**src/sv/i2cmbe_pkg.sv**
```systemverilog
// ----------------------------------------------------------------------------
// i2cmbe_pkg
// Shared types and constants of the I2C master byte engine.
// ----------------------------------------------------------------------------
package i2cmbe_pkg;

  localparam int unsigned PHASE_TICKS_W     = 16;
  localparam int unsigned BIT_CNT_W         = 4;
  localparam int unsigned BYTE_W            = 8;
  localparam int unsigned IN_TDATA_W        = 16;
  localparam int unsigned OUT_TDATA_W       = 16;

  localparam logic [PHASE_TICKS_W-1:0] PHASE_TICKS_RESET = 16'd4;
  localparam logic [BIT_CNT_W-1:0]     BITS_PER_BYTE     = 4'd8;

  typedef enum logic [1:0] {
    OP_START = 2'd0,
    OP_WRITE = 2'd1,
    OP_READ  = 2'd2,
    OP_STOP  = 2'd3
  } op_t;

  typedef enum logic [1:0] {
    QTR_0 = 2'd0,
    QTR_1 = 2'd1,
    QTR_2 = 2'd2,
    QTR_3 = 2'd3
  } quarter_t;

endpackage

```
**src/sv/i2c_master_byte_engine_unit.sv**
```systemverilog
// A result beat is registered in the output register when its tick is accepted.
// Throughput: one tick beat per cycle; the output register takes a new result whenever
//   it is empty or its beat is taken in the same cycle.
// Reset (rst_n low, synchronous): engine idle with both lines released, phase_ticks = 4,
//   received byte 0, acknowledge 1, output register empty.
// ----------------------------------------------------------------------------
// i2c_master_byte_engine_unit
// Tick-driven open-drain I2C master: start, write byte, read byte and stop,
// four quarter phases per SCL bit, clock stretching in the high quarter.
// ----------------------------------------------------------------------------
module i2c_master_byte_engine_unit (
  input  logic        clk,
  input  logic        rst_n,
  input  logic        cfg_we,
  input  logic [15:0] cfg_wdata,    // phase_ticks
  input  logic        in_tvalid,
  output logic        in_tready,
  // cmd_valid[0], opcode[2:1], tx_byte[10:3], nack_after_read[11], scl_in[12],
  // sda_in[13], zero[15:14]
  input  logic [15:0] in_tdata,
  output logic        out_tvalid,
  input  logic        out_tready,
  // scl_drive_low[0], sda_drive_low[1], ready_res[2], done_res[3], rx_byte[11:4],
  // ack_bit[12], zero[15:13]
  output logic [15:0] out_tdata
);

  localparam int unsigned PTW = i2cmbe_pkg::PHASE_TICKS_W;
  localparam int unsigned BW  = i2cmbe_pkg::BYTE_W;

  // input fields
  logic                  cmd_valid;
  i2cmbe_pkg::op_t       opcode;
  logic [BW-1:0]         tx_byte;
  logic                  nack_after_read;
  logic                  scl_in;
  logic                  sda_in;

  assign cmd_valid       = in_tdata[0];
  assign opcode          = i2cmbe_pkg::op_t'(in_tdata[2:1]);
  assign tx_byte         = in_tdata[10:3];
  assign nack_after_read = in_tdata[11];
  assign scl_in          = in_tdata[12];
  assign sda_in          = in_tdata[13];

  // engine state
  logic [PTW-1:0]                        phase_ticks_r;
  logic                                  busy_r,        busy_nxt;
  i2cmbe_pkg::op_t                       cur_op_r,      cur_op_nxt;
  i2cmbe_pkg::quarter_t                  quarter_r,     quarter_nxt;
  logic [PTW-1:0]                        tick_r,        tick_nxt;
  logic [i2cmbe_pkg::BIT_CNT_W-1:0]      bit_r,         bit_nxt;
  logic [BW-1:0]                         shift_r,       shift_nxt;
  logic                                  send_nack_r,   send_nack_nxt;
  logic [BW-1:0]                         rx_hold_r,     rx_hold_nxt;
  logic                                  ack_hold_r,    ack_hold_nxt;
  logic                                  idle_scl_r,    idle_scl_nxt;
  logic                                  idle_sda_r,    idle_sda_nxt;

  logic                                  out_valid_r;
  logic [i2cmbe_pkg::OUT_TDATA_W-1:0]    out_data_r,    out_data_nxt;

  logic           in_fire;
  logic [PTW-1:0] pt_eff;
  logic [PTW:0]   tick_inc;
  logic           quarter_end;
  logic           in_byte;
  logic           scl_low, sda_low, ready, done;

  assign in_tready = !out_valid_r || out_tready;
  assign in_fire   = in_tvalid && in_tready;
  assign pt_eff    = (phase_ticks_r == '0) ? PTW'(1) : phase_ticks_r;
  assign tick_inc  = {1'b0, tick_r} + (PTW+1)'(1);
  assign in_byte   = bit_r < i2cmbe_pkg::BITS_PER_BYTE;

  always_comb begin
    busy_nxt      = busy_r;
    cur_op_nxt    = cur_op_r;
    quarter_nxt   = quarter_r;
    tick_nxt      = tick_r;
    bit_nxt       = bit_r;
    shift_nxt     = shift_r;
    send_nack_nxt = send_nack_r;
    rx_hold_nxt   = rx_hold_r;
    ack_hold_nxt  = ack_hold_r;
    idle_scl_nxt  = idle_scl_r;
    idle_sda_nxt  = idle_sda_r;
    scl_low       = idle_scl_r;
    sda_low       = idle_sda_r;
    ready         = 1'b0;
    done          = 1'b0;
    quarter_end   = 1'b0;

    if (!busy_r) begin
      ready = 1'b1;
      if (cmd_valid) begin
        busy_nxt    = 1'b1;
        cur_op_nxt  = opcode;
        quarter_nxt = i2cmbe_pkg::QTR_0;
        tick_nxt    = '0;
        bit_nxt     = '0;
        if (opcode == i2cmbe_pkg::OP_WRITE) begin
          shift_nxt = tx_byte;
        end else if (opcode == i2cmbe_pkg::OP_READ) begin
          shift_nxt     = '0;
          send_nack_nxt = nack_after_read;
        end
      end
    end else begin
      unique case (cur_op_r)
        i2cmbe_pkg::OP_START: begin
          scl_low = (quarter_r == i2cmbe_pkg::QTR_0) ? idle_scl_r
                                                     : (quarter_r == i2cmbe_pkg::QTR_3);
          sda_low = quarter_r[1];
        end
        i2cmbe_pkg::OP_STOP: begin
          scl_low = (quarter_r == i2cmbe_pkg::QTR_0);
          sda_low = !quarter_r[1];
        end
        default: begin
          scl_low = (quarter_r == i2cmbe_pkg::QTR_0) || (quarter_r == i2cmbe_pkg::QTR_3);
          if (in_byte) begin
            sda_low = (cur_op_r == i2cmbe_pkg::OP_WRITE) && !shift_r[BW-1];
          end else begin
            sda_low = (cur_op_r == i2cmbe_pkg::OP_READ) && !send_nack_r;
          end
        end
      endcase

      // stretch: hold the count in the high quarter while SCL reads low
      if (quarter_r != i2cmbe_pkg::QTR_1 || scl_in) begin
        if (tick_inc >= {1'b0, pt_eff}) begin
          tick_nxt    = '0;
          quarter_end = 1'b1;
        end else begin
          tick_nxt = tick_inc[PTW-1:0];
        end
      end

      if (quarter_end) begin
        if (cur_op_r == i2cmbe_pkg::OP_WRITE || cur_op_r == i2cmbe_pkg::OP_READ) begin
          if (quarter_r == i2cmbe_pkg::QTR_2) begin
            if (in_byte) begin
              if (cur_op_r == i2cmbe_pkg::OP_READ) begin
                shift_nxt = {shift_r[BW-2:0], sda_in};
              end
            end else if (cur_op_r == i2cmbe_pkg::OP_WRITE) begin
              ack_hold_nxt = sda_in;
            end
          end
          if (quarter_r == i2cmbe_pkg::QTR_3) begin
            if (cur_op_r == i2cmbe_pkg::OP_WRITE && in_byte) begin
              shift_nxt = {shift_r[BW-2:0], 1'b0};
            end
            if (!in_byte) begin
              if (cur_op_r == i2cmbe_pkg::OP_READ) begin
                rx_hold_nxt = shift_r;
              end
              busy_nxt     = 1'b0;
              done         = 1'b1;
              idle_scl_nxt = 1'b1;
              idle_sda_nxt = 1'b0;
              bit_nxt      = '0;
            end else begin
              bit_nxt = bit_r + 1'b1;
            end
          end
        end else if (quarter_r == i2cmbe_pkg::QTR_3) begin
          busy_nxt     = 1'b0;
          done         = 1'b1;
          idle_scl_nxt = (cur_op_r == i2cmbe_pkg::OP_START);
          idle_sda_nxt = (cur_op_r == i2cmbe_pkg::OP_START);
        end
        quarter_nxt = i2cmbe_pkg::quarter_t'(quarter_r + 2'd1);
      end
    end

    out_data_nxt = {3'b000, ack_hold_nxt, rx_hold_nxt, done, ready, sda_low, scl_low};
  end

  always_ff @(posedge clk) begin
    if (!rst_n) begin
      phase_ticks_r <= i2cmbe_pkg::PHASE_TICKS_RESET;
      busy_r        <= 1'b0;
      cur_op_r      <= i2cmbe_pkg::OP_START;
      quarter_r     <= i2cmbe_pkg::QTR_0;
      tick_r        <= '0;
      bit_r         <= '0;
      shift_r       <= '0;
      send_nack_r   <= 1'b0;
      rx_hold_r     <= '0;
      ack_hold_r    <= 1'b1;
      idle_scl_r    <= 1'b0;
      idle_sda_r    <= 1'b0;
      out_valid_r   <= 1'b0;
    end else begin
      if (cfg_we) begin
        phase_ticks_r <= cfg_wdata;
      end
      if (in_fire) begin
        busy_r      <= busy_nxt;
        cur_op_r    <= cur_op_nxt;
        quarter_r   <= quarter_nxt;
        tick_r      <= tick_nxt;
        bit_r       <= bit_nxt;
        shift_r     <= shift_nxt;
        send_nack_r <= send_nack_nxt;
        rx_hold_r   <= rx_hold_nxt;
        ack_hold_r  <= ack_hold_nxt;
        idle_scl_r  <= idle_scl_nxt;
        idle_sda_r  <= idle_sda_nxt;
      end
      out_valid_r <= in_fire || (out_valid_r && !out_tready);
    end
  end

  // payload: load with each accepted beat
  always_ff @(posedge clk) begin
    if (in_fire) begin
      out_data_r <= out_data_nxt;
    end
  end

  assign out_tvalid = out_valid_r;
  assign out_tdata  = out_data_r;

`ifndef SYNTHESIS
  a_done_not_ready: assert property (@(posedge clk) disable iff (!rst_n)
    out_tvalid |-> !(out_tdata[3] && out_tdata[2]))
    else $error("done and ready reported on the same tick");

  a_idle_clean: assert property (@(posedge clk) disable iff (!rst_n)
    !busy_r |-> (quarter_r == i2cmbe_pkg::QTR_0 && tick_r == '0))
    else $error("idle engine holds a phase or tick count");

  a_bit_range: assert property (@(posedge clk) disable iff (!rst_n)
    bit_r <= i2cmbe_pkg::BITS_PER_BYTE)
    else $error("bit counter past the acknowledge bit");

  a_finish_done: assert property (@(posedge clk) disable iff (!rst_n)
    ($fell(busy_r) && $past(rst_n)) |-> (out_tvalid && out_tdata[3]))
    else $error("command finished without a done beat");
`endif

endmodule

```
**config.mk**
```make
export PLATFORM = sky130hd
export DESIGN_NAME = i2c_master_byte_engine_unit
export DESIGN_NICKNAME = d
export VERILOG_FILES = /design/src/sv/i2cmbe_pkg.sv /design/src/sv/i2c_master_byte_engine_unit.sv
export SDC_FILE = /design/constraint.sdc
export NUM_CORES = 1
export LEC_CHECK = 0
export BUFFER_PORTS_ARGS = -buffer_cell sky130_fd_sc_hd__buf_2
export CAP_MARGIN = 40
export CORE_MARGIN = 4
export CORE_UTILIZATION = 59
export DETAILED_ROUTE_END_ITERATION = 6
export HOLD_SLACK_MARGIN = 0.03
export PLACE_DENSITY = 0.85
export SKIP_CTS_REPAIR_TIMING = 1
export SYNTH_ARGS = -nofsm -noshare
export SYNTH_HDL_FRONTEND = slang
export SYNTH_SLANG_ARGS = --single-unit
```
**constraint.sdc**
```tcl
create_clock -name clk -period 11.4 [get_ports clk]
set_input_delay 0 -clock clk [delete_from_list [all_inputs] [get_ports clk]]
set_output_delay 0 -clock clk [all_outputs]
set_load 0.005 [all_outputs]
```
=== Yosys cells after proc, flatten, opt, wreduce, memory -nomap -nowiden ===
Index checks and enable logic that the tools add are counted.

* Memories: 0
* Input bits: 37
* Memory bits (read-only): 0
* Output and inout bits: 18
* Latch bits: 0
* Memory bits (writable): 0
* Logic and storage cells: 128
* Register bits: 75

* Magnitude comparators: 2
* Reduce and logical (&&, ||, !) cells: 28
* Equal/unequal tests: 13
* $add $sub $neg: 3
* Multiply operators: 0
* Shifts and indexed selects: 0
* Bitwise gates (word level): 2
* Divide/modulo/power cells: 0
* Multiplexer cells: 65

{| class="wikitable"
|+ Operator list
! kind !! count
|-
| $mux W8 || 17
|-
| $mux W16 || 5
|-
| $mux W1 || 32
|-
| $mux W4 || 6
|-
| $reduce_and A5 Y1 || 4
|-
| $add A16 B1 Y17 const B || 1
|-
| $ge A17 B16 Y1 || 1
|-
| $logic_not A16 Y1 || 1
|-
| $eq A2 B2 Y1 const B || 5
|-
| $ne A2 B1 Y1 const B || 5
|-
| $reduce_and A3 Y1 || 3
|-
| $mux W2 || 3
|-
| $logic_and A1 B1 Y1 || 5
|-
| $logic_not A1 Y1 || 5
|-
| $logic_or A1 B1 Y1 || 5
|-
| $add A4 B1 Y4 const B || 1
|-
| $eq A2 B1 Y1 const B || 2
|-
| $logic_not A2 Y1 || 2
|-
| $lt A4 B4 Y1 const B || 1
|-
| $pmux W1 S2 || 2
|-
| $reduce_bool A3 Y1 || 1
|-
| $add A2 B1 Y2 const B || 1
|-
| $ne A2 B2 Y1 const B || 1
|-
| $not A1 Y1 || 2
|-
| other kinds (2) || 2
|}

=== Longest topological paths before layout ===
* Depth in word-level cells: 9
* Depth in mapped cells: 14

=== Worst setup path before layout ===
OpenSTA, ideal clock, no wires.

* Path type: reg2reg
* Start: reg tick_r[6]
* End: reg out_data_r, in the netlist out_tdata[10] (data pin)
* Slack: 7.815 ns
* Clock period less this slack: 3.585 ns
* Stages on the path, launching flop included: 14
* Data arrival time: 3.325 ns
* Path through: dfxtp_1 > nand4_1 > nor4_1 > and3_1 > nor2b_1 > or2_2 > ha_1 > nand3_1 > or3_1 > a31o_2 > and4_1 > buf_6 > nor3_4 > mux2_2

* Word-level cells in the longest chain between the ends: 7

{| class="wikitable"
|+ Ends and longest elaborated chain
! item !! line !! RTL
|-
| start, declared || i2c_master_byte_engine_unit.sv:51 || <nowiki>logic [PTW-1:0] tick_r, tick_nxt;</nowiki>
|-
| start signal, assigned || i2c_master_byte_engine_unit.sv:204 || <nowiki>tick_r <= tick_nxt;</nowiki>
|-
| $add A16 B1 Y17 || i2c_master_byte_engine_unit.sv:73 || <nowiki>assign tick_inc = {1'b0, tick_r} + (PTW+1)'(1);</nowiki>
|-
| $ge A17 B16 Y1 || i2c_master_byte_engine_unit.sv:132 || <nowiki>if (tick_inc >= {1'b0, pt_eff}) begin</nowiki>
|-
| $mux W1 || i2c_master_byte_engine_unit.sv:132 ||
|-
| $mux W1 || i2c_master_byte_engine_unit.sv:131 || <nowiki>if (quarter_r != i2cmbe_pkg::QTR_1 || scl_in) begin</nowiki>
|-
| $mux W1 || i2c_master_byte_engine_unit.sv:94 || <nowiki>if (!busy_r) begin</nowiki>
|-
| $mux W8 || i2c_master_byte_engine_unit.sv:140 || <nowiki>if (quarter_end) begin</nowiki>
|-
| $mux W8 || i2c_master_byte_engine_unit.sv:94 ||
|-
| via rx_hold_nxt[6] || i2c_master_byte_engine_unit.sv:55 || <nowiki>logic [BW-1:0] rx_hold_r, rx_hold_nxt;</nowiki>
|-
| end signal, assigned || i2c_master_byte_engine_unit.sv:220 || <nowiki>out_data_r <= out_data_nxt;</nowiki>
|-
| end, declared || i2c_master_byte_engine_unit.sv:61 || <nowiki>logic [i2cmbe_pkg::OUT_TDATA_W-1:0] out_data_r, out_data_nxt;</nowiki>
|}

The timed path passes the listed nets, and every way through them passes these cells. The select of a mux whose other input is x is not followed.
A chain may end at the register's enable or synchronous reset.

=== Worst setup path in the final report ===
* Start: reg tick_r[10]
* End: reg out_data_r, in the netlist out_tdata[6] (data pin)

Same word-level chain as after synthesis.

==> key figures <==
Critical path
  • Cell family with most CP delay: simple AND/OR/NAND/NOR gates
  • Worst Path Max Fanout: 33
  • Arr. time, crit path: 4.49 ns
  • CP cell instances: nand3_1 > nor4_1 > and3_1 > nor2b_1 > or2_2 > ha_1 > nand3_1 > or3_1 > a31o_2 > and4_1 > buf_4 > nor3_4 > mux2_2
  • Most used cell, CP: nand3_1
  • Worst Path Buf+Inv: 1
  • R2R depth: 13
  • Element type at the critical path start: flop
  • Worst Path Required: 11.50 ns
  • Critical path depth in cells: 13
  • Crit-path max cell delay: 0.55 ns
  • Critical Path Sink Type: flop
  • Kind of critical path: reg2reg
  • Reg-to-reg slack, setup: 7.01 ns
  • CP max-delay cell: nor4_1

Die
  • Core area: 6940 um2
  • Site Rows: 30
  • Die ar.: 8750 um2
  • Initial Util: 62.1%
  • Ports: 55
  • Die height: 93.5 um
  • Die Wd: 93.5 um

Finish
  • Share of layout cells above drive strength 1: 18.2%
  • Util after Layout: 72.2%
  • Fillers: 472
  • Final Net Count: 613
  • FF+latch area: 1630 um2
  • Area of the multi-input gates: 2460 um2
  • Area grow syn2layout: 16.2%

Yosys
  • Yosys warning count: 0
  • Mapped cell area: 4320 um2
  • Post-Synth XOR/XNOR Area: 1.22%
  • Count leader, synth: dfxtp_1
  • Complex-gate fraction of the synthesized area: 14.1%
  • Post-Synth Adder-Cell Area: 7.83%
  • Post-synthesis mux area share: 12.1%
  • Post-synthesis sequential area ratio: 37.8%
  • Register bit total from synthesis: 75
  • Async SR Flop Fraction: 0%
  • Synth cell types: 54
  • Dominant cell type by area after synthesis: dfxtp_1
  • Mean Syn Cell Area: 8.84 um2
  • Simple-gate share of the synthesized area: 21.4%
  • Number of synthesized flops with an enable pin: 13
  • Main combinational cell family by area after synthesis: simple AND/OR/NAND/NOR gates
  • Top post-synthesis cells by area: dfxtp_1, edfxtp_1, ha_1
  • Synth top cells by count: dfxtp_1, nand2_1, nor2_1
  • Yosys top cell area share: 28.8%
  • Synth Flop Type: dfxtp_1
  • Cells after Synth: 488

Power
  • Power Dens Cells: 109 nW/um2
  • Share of total power in the clock network: 37.1%
  • Total Power: 546 uW
  • VDD IR max: 0.0623 mV
  • Logic pwr share: 11.1%
  • Pint: 402 uW
  • Flop pwr share: 51.8%
  • Leakage: 2.10 nW
  • Sw Share: 26.4%
  • Switch Pwr: 144 uW

Min path
  • HP Class: in2reg
  • Cells on Worst Hold Path: 3

Global route
  • Vias in the first global route: 3,603
  • Grt ovf: 0
  • First-pass GRT wire length: 16,100 um
  • GRT Overall Usage: 22.9%
  • Initial antenna violation count: 0
  • Pin count of the biggest net entering global routing: 46

STA
  • Pins over their slew limit: 0
  • Setup TNS Final: 0 ns
  • Measured slew at the worst slew-check pin: 0.901 ns
  • Relative slew slack: 39.9%
  • Final worst path period share: 38.5%
  • Endpoints failing setup: 0
  • Max Fclk: 228 MHz
  • Worst hold slack: 0.0549 ns
  • Number of hold violations in the final report: 0
  • Layout Skew: 0.0115 ns
  • Minimum clock period: 4.39 ns
  • RSZ-0062 raised after global routing: no

Detailed routing
  • Remaining antenna violation count: 0
  • Drc violations: 0
  • Drt pass-1 iters: 5
  • Total number of vias: 3,907
  • Drt wl/cell: 16.1 um
  • Vias per cell: 6.00
  • Starting DRC count in detailed routing: 226
  • Routed WL: 10,500 um

Clocking
  • CTS Buf Count: 9
  • Clock buffer depth: 2
  • Worst-path clk slew: 0.08 ns
  • Worst-skew pair later-pin latency: 0.35 ns
  • CTS tree: yes
  • CTS H-tree lvls: 3
  • Sink Count: 75
  • Clock root cell: clkbuf_8

Placement
  • Placed wire-length estimate: 7120 um
  • PortBufs: 49
  • GP Congestion: 0.805

Outcome
  • Status: complete, no violations

Run
  • Max Cap Violations: 0
==> cell usage in the layout (no fill, tap or decap), types with 4 or more instances in the layout <==
cell type,count
a211oi_1,5
a21oi_1,18
a22oi_1,7
a311o_1,7
a31oi_1,8
a32oi_1,7
and2_1,5
and3_1,4
buf_2,50
buf_4,4
clkbuf_8,9
dfxtp_1,62
dlygate4sd3_1,22
edfxtp_1,13
ha_1,27
inv_1,27
mux2_2,17
mux2i_1,33
nand2_1,53
nand3_1,29
nand4_1,8
nor2_1,38
nor2b_1,10
nor3_1,7
nor4_1,6
o211ai_1,11
o21ai_0,9
or2_2,10
==> power groups by stage <==
| stage | sequential [mW] | combinational (mW) | clock [mW] |
|---|---|---|---|
| global placement | 0.288 | 0.0506 | 0 |
| CTS | 0.282 | 0.0535 | 0.205 |
| detailed placement | 0.288 | 0.0532 | 0 |
| finish | 0.282 | 0.0608 | 0.202 |
| global route | 0.283 | 0.0664 | 0.217 |
| floorplan | 0.286 | 0.0366 | 0 |
==> per-layer routing <==
metal / vias to the layer above / global-route usage (%) / wire length [um]
met5: - / 0 / 0
met4: 0 / 9.40 / 234
met3: 28 / 4.75 / 466
met2: 133 / 39.6 / 5340
met1: 1868 / 27.5 / 4450
li1: 1878 / - / -
==> sequential cells by signal, indices dropped and copies added, names as in the netlist <==
signal	flops
rx_hold_r	8
cur_op_r	2
ack_hold_r	1
tick_r	16
busy_r	1
phase_ticks_r	16
shift_r	8
quarter_r	2
idle_scl_r	1
bit_r	4
send_nack_r	1
out_tvalid	1
idle_sda_r	1
out_tdata	13
==> worst register-to-register path: cells and delay by family, from the launching register on <==
kind	cells	cell delay (ns)
AO/OA/AOI/OAI	1	0.24
adder cells (fa/ha/maj)	1	0.31
buffers and inverters	1	0.26
flip-flops	1	0.42
multiplexers	1	0.40
AND/OR/NAND/NOR	9	2.52
==> metrics by stage <==
| step | instance area (um2) | setup slack [ns] | std cells |
|---|---|---|---|
| after floorplan | 4320 | 7.81 | 490 |
| after global placement | 4590 | 7.25 | 610 |
| after detailed placement | 4600 | 7.11 | 612 |
| after CTS | 4790 | 7.10 | 628 |
| after global routing | 5010 | 6.81 | 650 |
| final | 5010 | 7.01 | 651 |
==> logic make-up (layout without fill, tap and decap cells) <==
family / count (synthesis) / after routing
buf+inv: 57 / 121
mux: 50 / 50
other cells: 1 / 4
simple gates: 185 / 185
flops: 75 / 75
fa+ha+maj: 27 / 27
compound gates: 87 / 87
xor+xnor: 6 / 6
==> path summary, 6_finish.rpt <==
path	startpoint	end
worst max-delay path	tick_r[10]$_SDFFE_PN0P_	out_tdata[6]$_DFFE_PP_
worst min-delay path	out_tready	out_tvalid$_SDFF_PN0_
worst max register to register	tick_r[10]$_SDFFE_PN0P_	out_tdata[6]$_DFFE_PP_
worst min register to register	rx_hold_r[2]$_SDFFE_PN0P_	rx_hold_r[2]$_SDFFE_PN0P_
==> layout make-up <==
| class | count | share of cell area [%] |
|---|---|---|
| multi-input combinational | 358 | 49.0 |
| timing repair buffer | 76 | 9.98 |
| clock buffer | 9 | 2.47 |
| sequential | 75 | 32.5 |
| tap | 96 | 2.40 |
| antenna | 1 | 0.0499 |
| inverter | 29 | 2.17 |
| clock inverter | 7 | 1.37 |
No activity file was read; power rests on OpenSTA's default activity.
